[config.mk]
export PLATFORM = sky130hd
export DESIGN_NAME = averaged_temperature_sensor_core_flat
export DESIGN_NICKNAME = d
export VERILOG_FILES = /design/src/sv/avgts_pkg.sv /design/src/sv/avgts_in_if.sv /design/src/sv/avgts_out_if.sv /design/src/sv/avgts_ring.sv /design/src/sv/avgts_calib.sv /design/src/sv/averaged_temperature_sensor_core.sv /design/src/flat_wrapper.sv
export SDC_FILE = /design/constraint.sdc
export NUM_CORES = 2
export LEC_CHECK = 0
export ABC_AREA = 1
export BUFFER_PORTS_ARGS = -buffer_cell sky130_fd_sc_hd__buf_2
export CORE_MARGIN = 1
export CORE_UTILIZATION = 40
export DETAILED_ROUTE_END_ITERATION = 7
export PLACE_DENSITY = 0.68
export SLEW_MARGIN = 20
export SYNTH_ARGS = -nofsm -noshare
export SYNTH_HDL_FRONTEND = slang
export SYNTH_SLANG_ARGS = --single-unit
[constraint.sdc]
create_clock -name clk_i -period 8.2 [get_ports clk_i]
set_clock_uncertainty 0.1 [all_clocks]
set_input_delay 0.82 -clock clk_i [delete_from_list [all_inputs] [get_ports clk_i]]
set_output_delay 0.82 -clock clk_i [all_outputs]
set_load 0.1 [all_outputs]
[src/sv/avgts_pkg.sv]
// ----------------------------------------------------------------------------
// avgts_pkg
// Shared types and constants for the averaged temperature sensor core.
// ----------------------------------------------------------------------------
package avgts_pkg;

  localparam int unsigned SAMPLE_W   = 12;
  localparam int unsigned SAMPLE_MAX = 4095;
  localparam int unsigned CAL_W      = 12;
  localparam int unsigned DEG_W      = 16;
  localparam int unsigned TEMP_W     = 16;
  localparam int unsigned CQ16_W     = 30;   // exact Celsius in units of 2^-16
  localparam int unsigned FW         = 25;   // Fahrenheit work width

  localparam logic [CAL_W-1:0] CAL_OFFSET_RST = 12'd1800;
  localparam logic [DEG_W-1:0] DEG_PER_CNT_RST = 16'd6000;

  // 30 degC in Q16
  localparam logic signed [CQ16_W-1:0] C30_Q16 = 30'sd1966080;
  // 5 * (32 << 16) / 256, folded in after the divide by 256
  localparam logic signed [FW-1:0] F32_OFS = 25'sd40960;
  // bias that keeps the divide-by-5 operand non-negative, and its quotient
  localparam logic [FW-1:0] F_BIAS  = 25'd20971520;
  localparam logic [FW-1:0] F_BIASQ = 25'd4194304;
  localparam int unsigned   FAHR_DIV = 5;
  localparam int unsigned   RECIP5_K = 25;
  localparam int unsigned   RECIP5_W = 23;
  localparam logic [RECIP5_W-1:0] RECIP5 = RECIP5_W'((2 ** RECIP5_K) / FAHR_DIV);

  localparam logic signed [FW-1:0] TEMP_MAX = 25'sd32767;
  localparam logic signed [FW-1:0] TEMP_MIN = -25'sd32768;

  typedef enum logic {
    REG_CAL_OFFSET    = 1'b0,
    REG_DEG_PER_COUNT = 1'b1
  } reg_idx_e;

  typedef enum logic [3:0] {
    S_IDLE,
    S_RD,
    S_UPD,
    S_DIVM,
    S_DIVC,
    S_MUL,
    S_FMUL,
    S_FCOR,
    S_PUSH
  } state_e;

  typedef struct packed {
    logic rd;
    logic upd;
    logic divm;
    logic divc;
    logic mul;
    logic fmul;
    logic fcor;
  } step_t;

  typedef struct packed {
    logic        [SAMPLE_W-1:0] avg;
    logic signed [TEMP_W-1:0]   temp_c;
    logic signed [TEMP_W-1:0]   temp_f;
  } result_t;

  function automatic logic signed [TEMP_W-1:0] sat_temp(input logic signed [FW-1:0] v);
    logic signed [TEMP_W-1:0] r;
    if (v > TEMP_MAX) begin
      r = TEMP_MAX[TEMP_W-1:0];
    end else if (v < TEMP_MIN) begin
      r = TEMP_MIN[TEMP_W-1:0];
    end else begin
      r = v[TEMP_W-1:0];
    end
    return r;
  endfunction

endpackage

[src/sv/avgts_in_if.sv]
// ----------------------------------------------------------------------------
// avgts_in_if
// Input channel: one temperature / potentiometer conversion pair per beat.
// ----------------------------------------------------------------------------
interface avgts_in_if;
  logic        valid;
  logic        ready;
  logic [11:0] temp_sample;
  logic [11:0] pot_sample;

  modport source (output valid, output temp_sample, output pot_sample, input ready);
  modport sink   (input valid, input temp_sample, input pot_sample, output ready);
endinterface

[src/sv/avgts_out_if.sv]
// ----------------------------------------------------------------------------
// avgts_out_if
// Result channel: average count, Celsius and Fahrenheit Q8.8, pot value.
// ----------------------------------------------------------------------------
interface avgts_out_if;
  logic               valid;
  logic               ready;
  logic        [11:0] average_count;
  logic signed [15:0] temp_c_q8;
  logic signed [15:0] temp_f_q8;
  logic        [11:0] pot_value;

  modport source (output valid, output average_count, output temp_c_q8,
                  output temp_f_q8, output pot_value, input ready);
  modport sink   (input valid, input average_count, input temp_c_q8,
                  input temp_f_q8, input pot_value, output ready);
endinterface

[src/sv/avgts_ring.sv]
// ----------------------------------------------------------------------------
// avgts_ring
// Sample ring memory with read-modify-write of the running sum.
// ----------------------------------------------------------------------------
module avgts_ring import avgts_pkg::*; #(
  parameter int unsigned TAPS = 10
) (
  input  logic                                  clk_i,
  input  logic                                  rst_ni,
  input  step_t                                 step_i,
  input  logic [SAMPLE_W-1:0]                   sample_i,
  output logic [$clog2(TAPS*SAMPLE_MAX+1)-1:0]  sum_o
);

  localparam int unsigned SUM_W  = $clog2(TAPS * SAMPLE_MAX + 1);
  localparam int unsigned SLOT_W = $clog2(TAPS);
  localparam int unsigned FILL_W = $clog2(TAPS + 1);

  logic [SAMPLE_W-1:0] ring_mem [TAPS];
  logic [SAMPLE_W-1:0] rdata_q;
  logic [SAMPLE_W-1:0] first_q, first_d;
  logic [SAMPLE_W-1:0] old_sample;
  logic [SLOT_W-1:0]   slot_q, slot_d;
  logic [FILL_W-1:0]   fill_q, fill_d;
  logic [SUM_W-1:0]    sum_q, sum_d, base_sum;
  logic                primed, full;

  // Memory: read in RD, written in UPD. Items are handled one at a time, so
  // the read of the next item always follows the write of this one.
  always_ff @(posedge clk_i) begin
    if (step_i.rd) begin
      rdata_q <= ring_mem[slot_q];
    end
    if (step_i.upd) begin
      ring_mem[slot_q] <= sample_i;
    end
  end

  // Slots not yet written since reset hold the first sample.
  always_comb begin
    primed     = (fill_q != '0);
    full       = (fill_q == FILL_W'(TAPS));
    old_sample = !primed ? sample_i : (full ? rdata_q : first_q);
    base_sum   = primed ? sum_q : SUM_W'(sample_i) * SUM_W'(TAPS);
    sum_d      = base_sum - SUM_W'(old_sample) + SUM_W'(sample_i);
    slot_d     = (slot_q == SLOT_W'(TAPS - 1)) ? '0 : slot_q + 1'b1;
    fill_d     = full ? fill_q : fill_q + 1'b1;
    first_d    = primed ? first_q : sample_i;
  end

  always_ff @(posedge clk_i or negedge rst_ni) begin
    if (!rst_ni) begin
      slot_q <= '0;
      fill_q <= '0;
      sum_q  <= '0;
    end else if (step_i.upd) begin
      slot_q <= slot_d;
      fill_q <= fill_d;
      sum_q  <= sum_d;
    end
  end

  always_ff @(posedge clk_i) begin
    if (step_i.upd) begin
      first_q <= first_d;
    end
  end

  assign sum_o = sum_q;

endmodule

[src/sv/avgts_calib.sv]
// ----------------------------------------------------------------------------
// avgts_calib
// Average by reciprocal multiply, linear calibration, Fahrenheit conversion.
// ----------------------------------------------------------------------------
module avgts_calib import avgts_pkg::*; #(
  parameter int unsigned TAPS = 10
) (
  input  logic                                  clk_i,
  input  step_t                                 step_i,
  input  logic [$clog2(TAPS*SAMPLE_MAX+1)-1:0]  sum_i,
  input  logic [CAL_W-1:0]                      cal_offset_i,
  input  logic [DEG_W-1:0]                      deg_per_count_i,
  output result_t                               res_o
);

  localparam int unsigned SUM_W = $clog2(TAPS * SAMPLE_MAX + 1);
  // floor(2^SUM_W / TAPS): estimate is at most one low
  localparam logic [SUM_W-1:0] RECIP = SUM_W'((2 ** SUM_W) / TAPS);

  logic        [2*SUM_W-1:0]    q_prod;
  logic        [SAMPLE_W-1:0]   q_est_q;
  logic        [SUM_W-1:0]      rem;
  logic        [SAMPLE_W-1:0]   avg_q, avg_d;
  logic signed [SAMPLE_W:0]     diff;
  logic signed [DEG_W:0]        deg_s;
  logic signed [CQ16_W-1:0]     c_q16_q, c_q16_d;
  logic signed [CQ16_W-9:0]     c_q8;
  logic signed [CQ16_W+2:0]     nine_c;
  logic signed [FW-1:0]         f_t;
  logic        [FW-1:0]         u_d, u_q;
  logic        [FW+RECIP5_W-1:0] q5_prod;
  logic        [RECIP5_W-1:0]   q5_q, q5_c;
  logic        [FW-1:0]         rem5;
  logic signed [FW-1:0]         f_q8;
  logic signed [TEMP_W-1:0]     temp_c_q, temp_f_q;

  always_comb begin
    q_prod  = (2*SUM_W)'(sum_i) * (2*SUM_W)'(RECIP);
    rem     = sum_i - SUM_W'(q_est_q) * SUM_W'(TAPS);
    avg_d   = (rem >= SUM_W'(TAPS)) ? q_est_q + 1'b1 : q_est_q;

    diff    = $signed({1'b0, avg_q}) - $signed({1'b0, cal_offset_i});
    deg_s   = $signed({1'b0, deg_per_count_i});
    c_q16_d = CQ16_W'(diff) * CQ16_W'(deg_s) + C30_Q16;

    // floor(9c/256) + 40960, then floor(./5) via biased reciprocal
    c_q8    = c_q16_q[CQ16_W-1:8];
    nine_c  = ((CQ16_W+3)'(c_q16_q) <<< 3) + (CQ16_W+3)'(c_q16_q);
    f_t     = $signed(nine_c[CQ16_W+2:8]) + F32_OFS;
    u_d     = f_t + F_BIAS;
    q5_prod = (FW+RECIP5_W)'(u_d) * (FW+RECIP5_W)'(RECIP5);

    rem5    = u_q - ((FW'(q5_q) << 2) + FW'(q5_q));
    q5_c    = (rem5 >= FW'(FAHR_DIV)) ? q5_q + 1'b1 : q5_q;
    f_q8    = $signed(FW'(q5_c) - F_BIASQ);
  end

  always_ff @(posedge clk_i) begin
    if (step_i.divm) begin
      q_est_q <= q_prod[SUM_W +: SAMPLE_W];
    end
    if (step_i.divc) begin
      avg_q <= avg_d;
    end
    if (step_i.mul) begin
      c_q16_q <= c_q16_d;
    end
    if (step_i.fmul) begin
      temp_c_q <= sat_temp(FW'(c_q8));
      u_q      <= u_d;
      q5_q     <= q5_prod[RECIP5_K +: RECIP5_W];
    end
    if (step_i.fcor) begin
      temp_f_q <= sat_temp(f_q8);
    end
  end

  assign res_o.avg    = avg_q;
  assign res_o.temp_c = temp_c_q;
  assign res_o.temp_f = temp_f_q;

endmodule

[src/sv/averaged_temperature_sensor_core.sv]
// ----------------------------------------------------------------------------
// averaged_temperature_sensor_core
// Items are handled one at a time, in the steps of the step sequencer (idle
// cycle that takes the beat, ring read, ring write, two-step divide,
// calibration multiply, two-step Fahrenheit divide, result push); no new beat
// is taken before the push. A stalled result holds the push step.
// Reset: async active low; ring counts and sum clear, registers take their
// calibration defaults, the first sample after reset fills the whole ring.
// ----------------------------------------------------------------------------
module averaged_temperature_sensor_core import avgts_pkg::*; #(
  parameter int unsigned TAPS = 10
) (
  input  logic              clk_i,
  input  logic              rst_ni,
  input  logic              psel,
  input  logic              penable,
  input  logic              pwrite,
  input  logic [2:0]        paddr,
  input  logic [31:0]       pwdata,
  output logic [31:0]       prdata,
  output logic              pready,
  avgts_in_if.sink          in_i,
  avgts_out_if.source       out_o
);

  localparam int unsigned SUM_W = $clog2(TAPS * SAMPLE_MAX + 1);

  state_e              state_q, state_d;
  step_t               step;
  logic [CAL_W-1:0]    cal_q;
  logic [DEG_W-1:0]    deg_q;
  logic [SAMPLE_W-1:0] sample_q, pot_q;
  logic [SUM_W-1:0]    sum;
  result_t             res;
  logic                in_fire, push, cfg_wr;
  reg_idx_e            reg_idx;
  logic                out_valid_q;
  result_t             out_res_q;
  logic [SAMPLE_W-1:0] out_pot_q;

  // Configuration port
  assign pready  = 1'b1;
  assign reg_idx = reg_idx_e'(paddr[2]);
  assign cfg_wr  = psel && penable && pwrite && pready;

  always_comb begin
    unique case (reg_idx)
      REG_CAL_OFFSET:    prdata = 32'(cal_q);
      REG_DEG_PER_COUNT: prdata = 32'(deg_q);
      default:           prdata = '0;
    endcase
  end

  always_ff @(posedge clk_i or negedge rst_ni) begin
    if (!rst_ni) begin
      cal_q <= CAL_OFFSET_RST;
      deg_q <= DEG_PER_CNT_RST;
    end else if (cfg_wr) begin
      unique case (reg_idx)
        REG_CAL_OFFSET:    cal_q <= pwdata[CAL_W-1:0];
        REG_DEG_PER_COUNT: deg_q <= pwdata[DEG_W-1:0];
        default: ;
      endcase
    end
  end

  // Step sequencer
  always_comb begin
    state_d = state_q;
    unique case (state_q)
      S_IDLE:  if (in_i.valid) state_d = S_RD;
      S_RD:    state_d = S_UPD;
      S_UPD:   state_d = S_DIVM;
      S_DIVM:  state_d = S_DIVC;
      S_DIVC:  state_d = S_MUL;
      S_MUL:   state_d = S_FMUL;
      S_FMUL:  state_d = S_FCOR;
      S_FCOR:  state_d = S_PUSH;
      S_PUSH:  if (!out_valid_q || out_o.ready) state_d = S_IDLE;
      default: state_d = S_IDLE;
    endcase
  end

  always_comb begin
    step       = '0;
    in_i.ready = 1'b0;
    push       = 1'b0;
    unique case (state_q)
      S_IDLE:  in_i.ready = 1'b1;
      S_RD:    step.rd = 1'b1;
      S_UPD:   step.upd = 1'b1;
      S_DIVM:  step.divm = 1'b1;
      S_DIVC:  step.divc = 1'b1;
      S_MUL:   step.mul = 1'b1;
      S_FMUL:  step.fmul = 1'b1;
      S_FCOR:  step.fcor = 1'b1;
      S_PUSH:  push = !out_valid_q || out_o.ready;
      default: ;
    endcase
  end

  assign in_fire = in_i.valid && in_i.ready;

  always_ff @(posedge clk_i or negedge rst_ni) begin
    if (!rst_ni) begin
      state_q <= S_IDLE;
    end else begin
      state_q <= state_d;
    end
  end

  always_ff @(posedge clk_i) begin
    if (in_fire) begin
      sample_q <= in_i.temp_sample;
      pot_q    <= in_i.pot_sample;
    end
  end

  avgts_ring #(.TAPS(TAPS)) u_ring (
    .clk_i    (clk_i),
    .rst_ni   (rst_ni),
    .step_i   (step),
    .sample_i (sample_q),
    .sum_o    (sum)
  );

  avgts_calib #(.TAPS(TAPS)) u_calib (
    .clk_i           (clk_i),
    .step_i          (step),
    .sum_i           (sum),
    .cal_offset_i    (cal_q),
    .deg_per_count_i (deg_q),
    .res_o           (res)
  );

  // Output register: holds a beat while the next item is taken in
  always_ff @(posedge clk_i or negedge rst_ni) begin
    if (!rst_ni) begin
      out_valid_q <= 1'b0;
    end else if (push) begin
      out_valid_q <= 1'b1;
    end else if (out_o.ready) begin
      out_valid_q <= 1'b0;
    end
  end

  always_ff @(posedge clk_i) begin
    if (push) begin
      out_res_q <= res;
      out_pot_q <= pot_q;
    end
  end

  assign out_o.valid         = out_valid_q;
  assign out_o.average_count = out_res_q.avg;
  assign out_o.temp_c_q8     = out_res_q.temp_c;
  assign out_o.temp_f_q8     = out_res_q.temp_f;
  assign out_o.pot_value     = out_pot_q;

`ifndef ASSERT_OFF
  a_fire_starts_read: assert property (@(posedge clk_i) disable iff (!rst_ni)
    in_fire |=> (state_q == S_RD))
    else $error("accepted beat did not start a ring read");

  a_no_overwrite: assert property (@(posedge clk_i) disable iff (!rst_ni)
    (state_q == S_PUSH && out_valid_q && !out_o.ready) |=> (state_q == S_PUSH))
    else $error("result left push state while output was stalled");

  a_push_valid: assert property (@(posedge clk_i) disable iff (!rst_ni)
    push |=> out_valid_q)
    else $error("pushed result not presented");

  a_ready_idle_only: assert property (@(posedge clk_i) disable iff (!rst_ni)
    in_i.ready |-> (state_q == S_IDLE && step == '0))
    else $error("input ready while an item is in flight");
`endif

endmodule
[src/flat_wrapper.sv]
// flat-port wrapper written by rule: the top's interface ports become plain ports
module averaged_temperature_sensor_core_flat import avgts_pkg::*;
#(
  parameter int unsigned TAPS = 10
)
  (clk_i, rst_ni, psel, penable, pwrite, paddr, pwdata, prdata, pready, in_i_valid, in_i_temp_sample, in_i_pot_sample, in_i_ready, out_o_valid, out_o_average_count, out_o_temp_c_q8, out_o_temp_f_q8, out_o_pot_value, out_o_ready);
  avgts_in_if in_i_i ();
  avgts_out_if out_o_i ();
  input  logic clk_i;
  input  logic rst_ni;
  input  logic psel;
  input  logic penable;
  input  logic pwrite;
  input  logic [2:0] paddr;
  input  logic [31:0] pwdata;
  output logic [31:0] prdata;
  output logic pready;
  input wire logic [$bits(in_i_i.valid)-1:0] in_i_valid;
  input wire logic [$bits(in_i_i.temp_sample)-1:0] in_i_temp_sample;
  input wire logic [$bits(in_i_i.pot_sample)-1:0] in_i_pot_sample;
  output wire logic [$bits(in_i_i.ready)-1:0] in_i_ready;
  output wire logic [$bits(out_o_i.valid)-1:0] out_o_valid;
  output wire logic [$bits(out_o_i.average_count)-1:0] out_o_average_count;
  output wire logic [$bits(out_o_i.temp_c_q8)-1:0] out_o_temp_c_q8;
  output wire logic [$bits(out_o_i.temp_f_q8)-1:0] out_o_temp_f_q8;
  output wire logic [$bits(out_o_i.pot_value)-1:0] out_o_pot_value;
  input wire logic [$bits(out_o_i.ready)-1:0] out_o_ready;
  assign in_i_i.valid = in_i_valid;
  assign in_i_i.temp_sample = in_i_temp_sample;
  assign in_i_i.pot_sample = in_i_pot_sample;
  assign in_i_ready = in_i_i.ready;
  assign out_o_valid = out_o_i.valid;
  assign out_o_average_count = out_o_i.average_count;
  assign out_o_temp_c_q8 = out_o_i.temp_c_q8;
  assign out_o_temp_f_q8 = out_o_i.temp_f_q8;
  assign out_o_pot_value = out_o_i.pot_value;
  assign out_o_i.ready = out_o_ready;
  averaged_temperature_sensor_core #(.TAPS(TAPS)) u_core (.clk_i(clk_i), .rst_ni(rst_ni), .psel(psel), .penable(penable), .pwrite(pwrite), .paddr(paddr), .pwdata(pwdata), .prdata(prdata), .pready(pready), .in_i(in_i_i), .out_o(out_o_i));
endmodule
Yosys cells after proc, flatten, opt, wreduce, memory -nomap -nowiden --
Memories as Yosys holds them, arrays and structs flattened. A register that Yosys moved wholly into a read port is not among the register bits. Index checks and enable logic that the tools add are counted.
Cells by class: add/sub/neg operators 15, multiply operators 5, magnitude comparators 6, equality and inequality tests 12, mux-type cells 25, bitwise gates (word level) 3, reduce and logical (&&, ||, !) cells 13
Operators by type and width (count):
- $pmux 32 s2 | 1
- $mux 16 | 3
- $mul 25x22->47 const B | 1
- $mux 12 | 3
- $pmux 4 s9 | 1
- $add 33x30->33 | 1
- $add 30x22->30 const B | 1
- $mul 12x3->15 const B | 2
- $mul 13x17->30 | 1
- $mul 16x13->28 const B | 1
- $add 25x17->25 const B | 1
- $add 25x23->25 | 1
- $add 25x25->25 const B | 1
- $ge 25x3->1 const B | 1
- $sub 25x25->25 | 1
- $gt 24x16->1 const B | 1
- $lt 24x16->1 const B | 1
- $sub 23x23->24 const B | 1
- $add 23x1->23 const B | 1
- $mux 23 | 1
- $gt 22x16->1 const B | 1
- $lt 22x16->1 const B | 1
- $add 16x12->16 | 1
- $eq 4x3->1 const B | 4
- other kinds (21) | 47
Word-level totals: register bits 283, RAM bits 120, output and inout bits 91, memories 1
Memories:
- u_core.u_ring.ring_mem | depth 10, width 12, rd ports 1, clocked after Yosys merged registers in 1, write ports 1, RTL line avgts_ring.sv:19 | logic [SAMPLE_W-1:0] ring_mem [TAPS];

Logic depth before layout (Yosys ltp) --
depth after elaboration 7, gate-level depth with buffers 41, mapped depth without buffers 41

Cells and area by module --
Synthesis repeated with hierarchy kept, for this count alone.
Unflattened totals: cell total of the unflattened synthesis 4748, area, all modules 43709.4 µm²
Modules (own cells, without submodules):
- avgts_calib | instances 1, cells an instance 3716, area an instance 31237.5 µm², seq. area each 4023.9 µm²
- avgts_ring | instances 1, cells an instance 736, area an instance 8262.9 µm², seq. area each 4924.7 µm²
- averaged_temperature_sensor_core | instances 1, cells an instance 296, area an instance 4209.0 µm², seq. area each 3241.9 µm²

Worst setup path after synthesis --
No wires, ideal clock.
path kind flip-flop to flip-flop, from register u_core.u_calib.c_q16_q[8], to register u_core.u_calib.q5_q[21] (data pin), arrival time 8.057 ns, setup slack -0.219 ns, cell stages (with the launch flop) 40, clock period less this slack 8.419 ns, cells stage by stage edfxtp_1 > ha_1 > nand2_1 > o21ai_0 > nand2_1 > o2111ai_1 > a21oi_1 > o21ai_0 > xor2_1 > ha_1 > inv_1 > nand2_1 > nand2_1 > nor2_1 > nand2_1 > xnor2_1 > ha_1 > fa_1 > (+4 left out) > fa_1 > fa_1 > inv_1 > fa_1 > inv_1 > ha_1 > nand2_1 > nor2_1 > nand4_1 > nor4_1 > nand2_1 > o211ai_1 > nand2_1 > nand2_1 > a21oi_1 > o21ai_0 > a21oi_1 > xor2_1
Between the ends: cells in the longest elaborated chain, start to end 4
RTL lines:
- from (decl) | RTL line avgts_calib.sv:26 | logic signed [CQ16_W-1:0] c_q16_q, c_q16_d;
- from (signal assigned) | RTL line avgts_calib.sv:66 | c_q16_q <= c_q16_d;
- $add 33x30->33 | RTL line avgts_calib.sv:48 | nine_c = ((CQ16_W+3)'(c_q16_q) <<< 3) + (CQ16_W+3)'(c_q16_q);
- $add 25x17->25 | RTL line avgts_calib.sv:49 | f_t = $signed(nine_c[CQ16_W+2:8]) + F32_OFS;
- $add 25x25->25 | RTL line avgts_calib.sv:50 | u_d = f_t + F_BIAS;
- via u_core.u_calib.u_d[19] | RTL line avgts_calib.sv:30 | logic [FW-1:0] u_d, u_q;
- $mul 25x22->47 | RTL line avgts_calib.sv:51 | q5_prod = (FW+RECIP5_W)'(u_d) * (FW+RECIP5_W)'(RECIP5);
- via u_core.u_calib.q5_prod[46] | RTL line avgts_calib.sv:31 | logic [FW+RECIP5_W-1:0] q5_prod;
- to (signal assigned) | RTL line avgts_calib.sv:71 | q5_q <= q5_prod[RECIP5_K +: RECIP5_W];
- to (decl) | RTL line avgts_calib.sv:32 | logic [RECIP5_W-1:0] q5_q, q5_c;
The timed path passes the listed nets, and every way through them passes these cells. A chain may end at the register's enable or synchronous reset.

Final worst setup path --
from register u_core.u_calib.c_q16_q[9], to register u_core.u_calib.q5_q[21] (data pin)
The elaborated chain is that of the path after synthesis.

==> results.md <==
* Syn_area_per_cell at ~9.3 µm²
* Synth cell types at 58
* Synthesized flop and latch total at 415
* Warnings, synthesis at 0
* Max-slew headroom at about 29%
* CP arrival at 8.54 ns
* Top-area cell type share of the netlist area at around a quarter
* Fin crit share at 100.8%
* Total core area at 106000 µm²
* Die height at around 330 µm
* Slowest cell on crit path: fa_1
* Die area at roughly 110000 µm²
* Worst slew pin tran at around 1.1 ns
* Failing checks: negative setup slack
* CP Data Required Time at approximately 8.5 ns
* Synthesized area at ~43000 µm²
* Gr ovfl total at 0
* Sequential share of the synthesized area at 28.31%
* Crit Path Max Fanout at 3
* FFs w/ async S/R, synth at 13.73%
* Tightest Hold Check Type: primary input to async pin
* F_max at 121.0 MHz
* Worst Setup End Kind: flip-flop
* Min Clock Period, post-route at roughly 8.3 ns
* Final nets at a little over 6000
* Clock-pin slew on the worst setup and hold paths at around 0.07 ns
* Clk_lat worst skew at about 0.67 ns
* Largest net degree at the start of global routing at 65
* Max Slew Vio Count at 0
* Final number of hold-violating endpoints at 0
* Area Overhead vs Synth at 17.10%
* Vias at ~33000
* Initial antenna violation count at 1
* Ports at between 150 and 200
* EDFF count, synth at between 300 and 400
* Dominant cells by area after synthesis: edfxtp_1 (25%), fa_1 (21%), ha_1 (16%), inv_1 (8.7%), nand2_1 (6.8%)
* Mapped Cells at between 4000 and 5000
* Rows at 119
* Initial Util at between 40% and 50%
* Setup Viol. Count Final at 2
* Antenna Cells at 0
* Pre-CTS setup slack at -0.5831 ns
* CTS Buf Count at 48
* CTS tree: built
* CP max stage delay at 0.58 ns
* Final ANT Viol Nets at 0
* Final routed DRC violation total at 0
* Top cell by count, worst path: fa_1
* Hpwl dp at about 89000 µm
* CP startpoint kind: flip-flop
* First-pass GRT wire length at 173800 µm
* Initial drt markers at roughly 1900
* Placed cell areas at ~47000 µm²
* DR pass1 iterations at 7
* Top-count cell post-synth: inv_1
* Final Cell Area at about 50000 µm²
* Final WS setup at -0.06306 ns
* Max-cap violations at 0
* CTS Sinks at 415
* All-Layer GR Usage at ~20%
* Synth area leader: edfxtp_1
* Run status: finished, violations left
* Share of cells above drive strength 1 at around 15%
* WL per Instance at ~17 µm
* Final WL at 110200 µm
* Die span in x at ~330 µm
* Post-synth top cells: inv_1 (993), nand2_1 (780), ha_1 (561), fa_1 (454), edfxtp_1 (358)
* Vias in the first global route at 33030
* Final Wtd Congestion at around 0.97
* Via density at ~5.0
* Critical path type: flip-flop to flip-flop
* H-tree depth at 2
* Clock Root Buffer: clkbuf_16
* RSZ-0062 raised after global routing: true
* Clock buffer depth at 3
* PortBufs at roughly 120
* Ys flop type: edfxtp_1
## final timing paths
kind,start,depth (start not counted),to,slack (ns)
worst max-delay path,u_core.u_calib.c_q16_q[9],39,u_core.u_calib.q5_q[21],-0.06
worst min-delay path,rst_ni,2,u_core.deg_q[0],0.19
worst max register to register,u_core.u_calib.c_q16_q[9],39,u_core.u_calib.q5_q[21],-0.06
worst min register to register,u_core.u_calib.temp_c_q[8],0,u_core.out_o.temp_c_q8[8],0.31
max in group asynchronous,rst_ni,2,u_core.u_ring.fill_q[0],7.15
min in group clk_i,in_i_pot_sample[5],1,u_core.pot_q[5],0.22
## registers in the layout (all words and copies together) (netlist names), 16 cells and up
name	cells
u_core.u_calib.q5_q	23
u_core.out_o.temp_c_q8	16
u_core.u_calib.temp_c_q	16
u_core.u_ring.ring_mem	120
u_core.out_o.temp_f_q8	16
u_core.u_ring.sum_o	16
u_core.u_calib.temp_f_q	16
u_core.deg_q	16
u_core.u_calib.c_q16_q	30
u_core.u_calib.u_q	25
## cell families after synthesis
family / after synthesis / share of synthesized area, %
fa+ha+maj: 1015 / 37.41
other cells: 2 / 0.01744
flops: 415 / 28.31
simple gates: 1351 / 13.15
buf+inv: 1093 / 9.727
compound gates: 566 / 7.483
xor+xnor: 189 / 3.877
mux: 1 / 0.02325
## routing by layer
metal	global-route usage, %	routed length, µm
met4	7.063	3875
met2	35.63	54720
met3	2.378	5040
met1	25.68	46610
met5	0	0
## per-stage QoR
stage	TNS, ns	util [%]	hold slack (ns)	instances
finish	-0.09019	47.56	0.1887	6510
global route	-3.996	47.56	0.2056	6510
CTS	-0.01536	46.76	0.1800	6486
detailed placement	-6.026	44.72	0.3045	6372
global placement	-4.389	44.72	0.3005	6372
floorplan	0	-	0.3003	4647
## area by class of cell
cell class / count / area [µm²]
Inverter: 1003 / 3765
Fill cell: 9785 / 55590
Sequential cell: 415 / 12190
Clock inverter: 30 / 311.5
Tap cell: 1391 / 1740
Multi-Input combinational cell: 3139 / 27850
Timing Repair Buffer: 472 / 3294
Clock buffer: 60 / 1266
## layout by cell type (no fill, tap or decap), types with 28 or more instances in the layout
| cell | netlist | routed |
|---|---|---|
| nor2_1 | 275 | 258 |
| buf_2 | 2 | 121 |
| ha_1 | 561 | 530 |
| nand3_1 | 107 | 102 |
| nor3_1 | 62 | 51 |
| a21oi_1 | 235 | 201 |
| clkbuf_16 | 0 | 48 |
| dfrtp_1 | 46 | 46 |
| buf_4 | 18 | 339 |
| xnor2_1 | 59 | 57 |
| nand2_1 | 780 | 756 |
| fa_1 | 454 | 453 |
| inv_1 | 993 | 977 |
| nand4_1 | 36 | 36 |
| a21oi_2 | 1 | 28 |
| edfxtp_1 | 358 | 358 |
| ha_4 | 0 | 29 |
| a22oi_1 | 49 | 49 |
| o21ai_0 | 183 | 160 |
| xor2_1 | 129 | 118 |
## critical path: cells and delay by family (launching register included)
family / cells / cell delay, ns
AO/OA/AOI/OAI: 5 / 0.59
XOR/XNOR: 3 / 0.55
adder cells (fa/ha/maj): 9 / 3.97
buffers and inverters: 9 / 0.78
flip-flops: 1 / 0.52
AND/OR/NAND/NOR: 13 / 1.48
## timing repair
action / in CTS / in global routing
setup buffers: 24 / 25
setup endpoints to repair: 18 / 25
resized for setup: 74 / 149
pin swaps: 72 / 93
hold buffers: 0 / 0
Power is not shown: default switching activity piles up to over one toggle a cycle in this logic, so the estimate is an artifact.
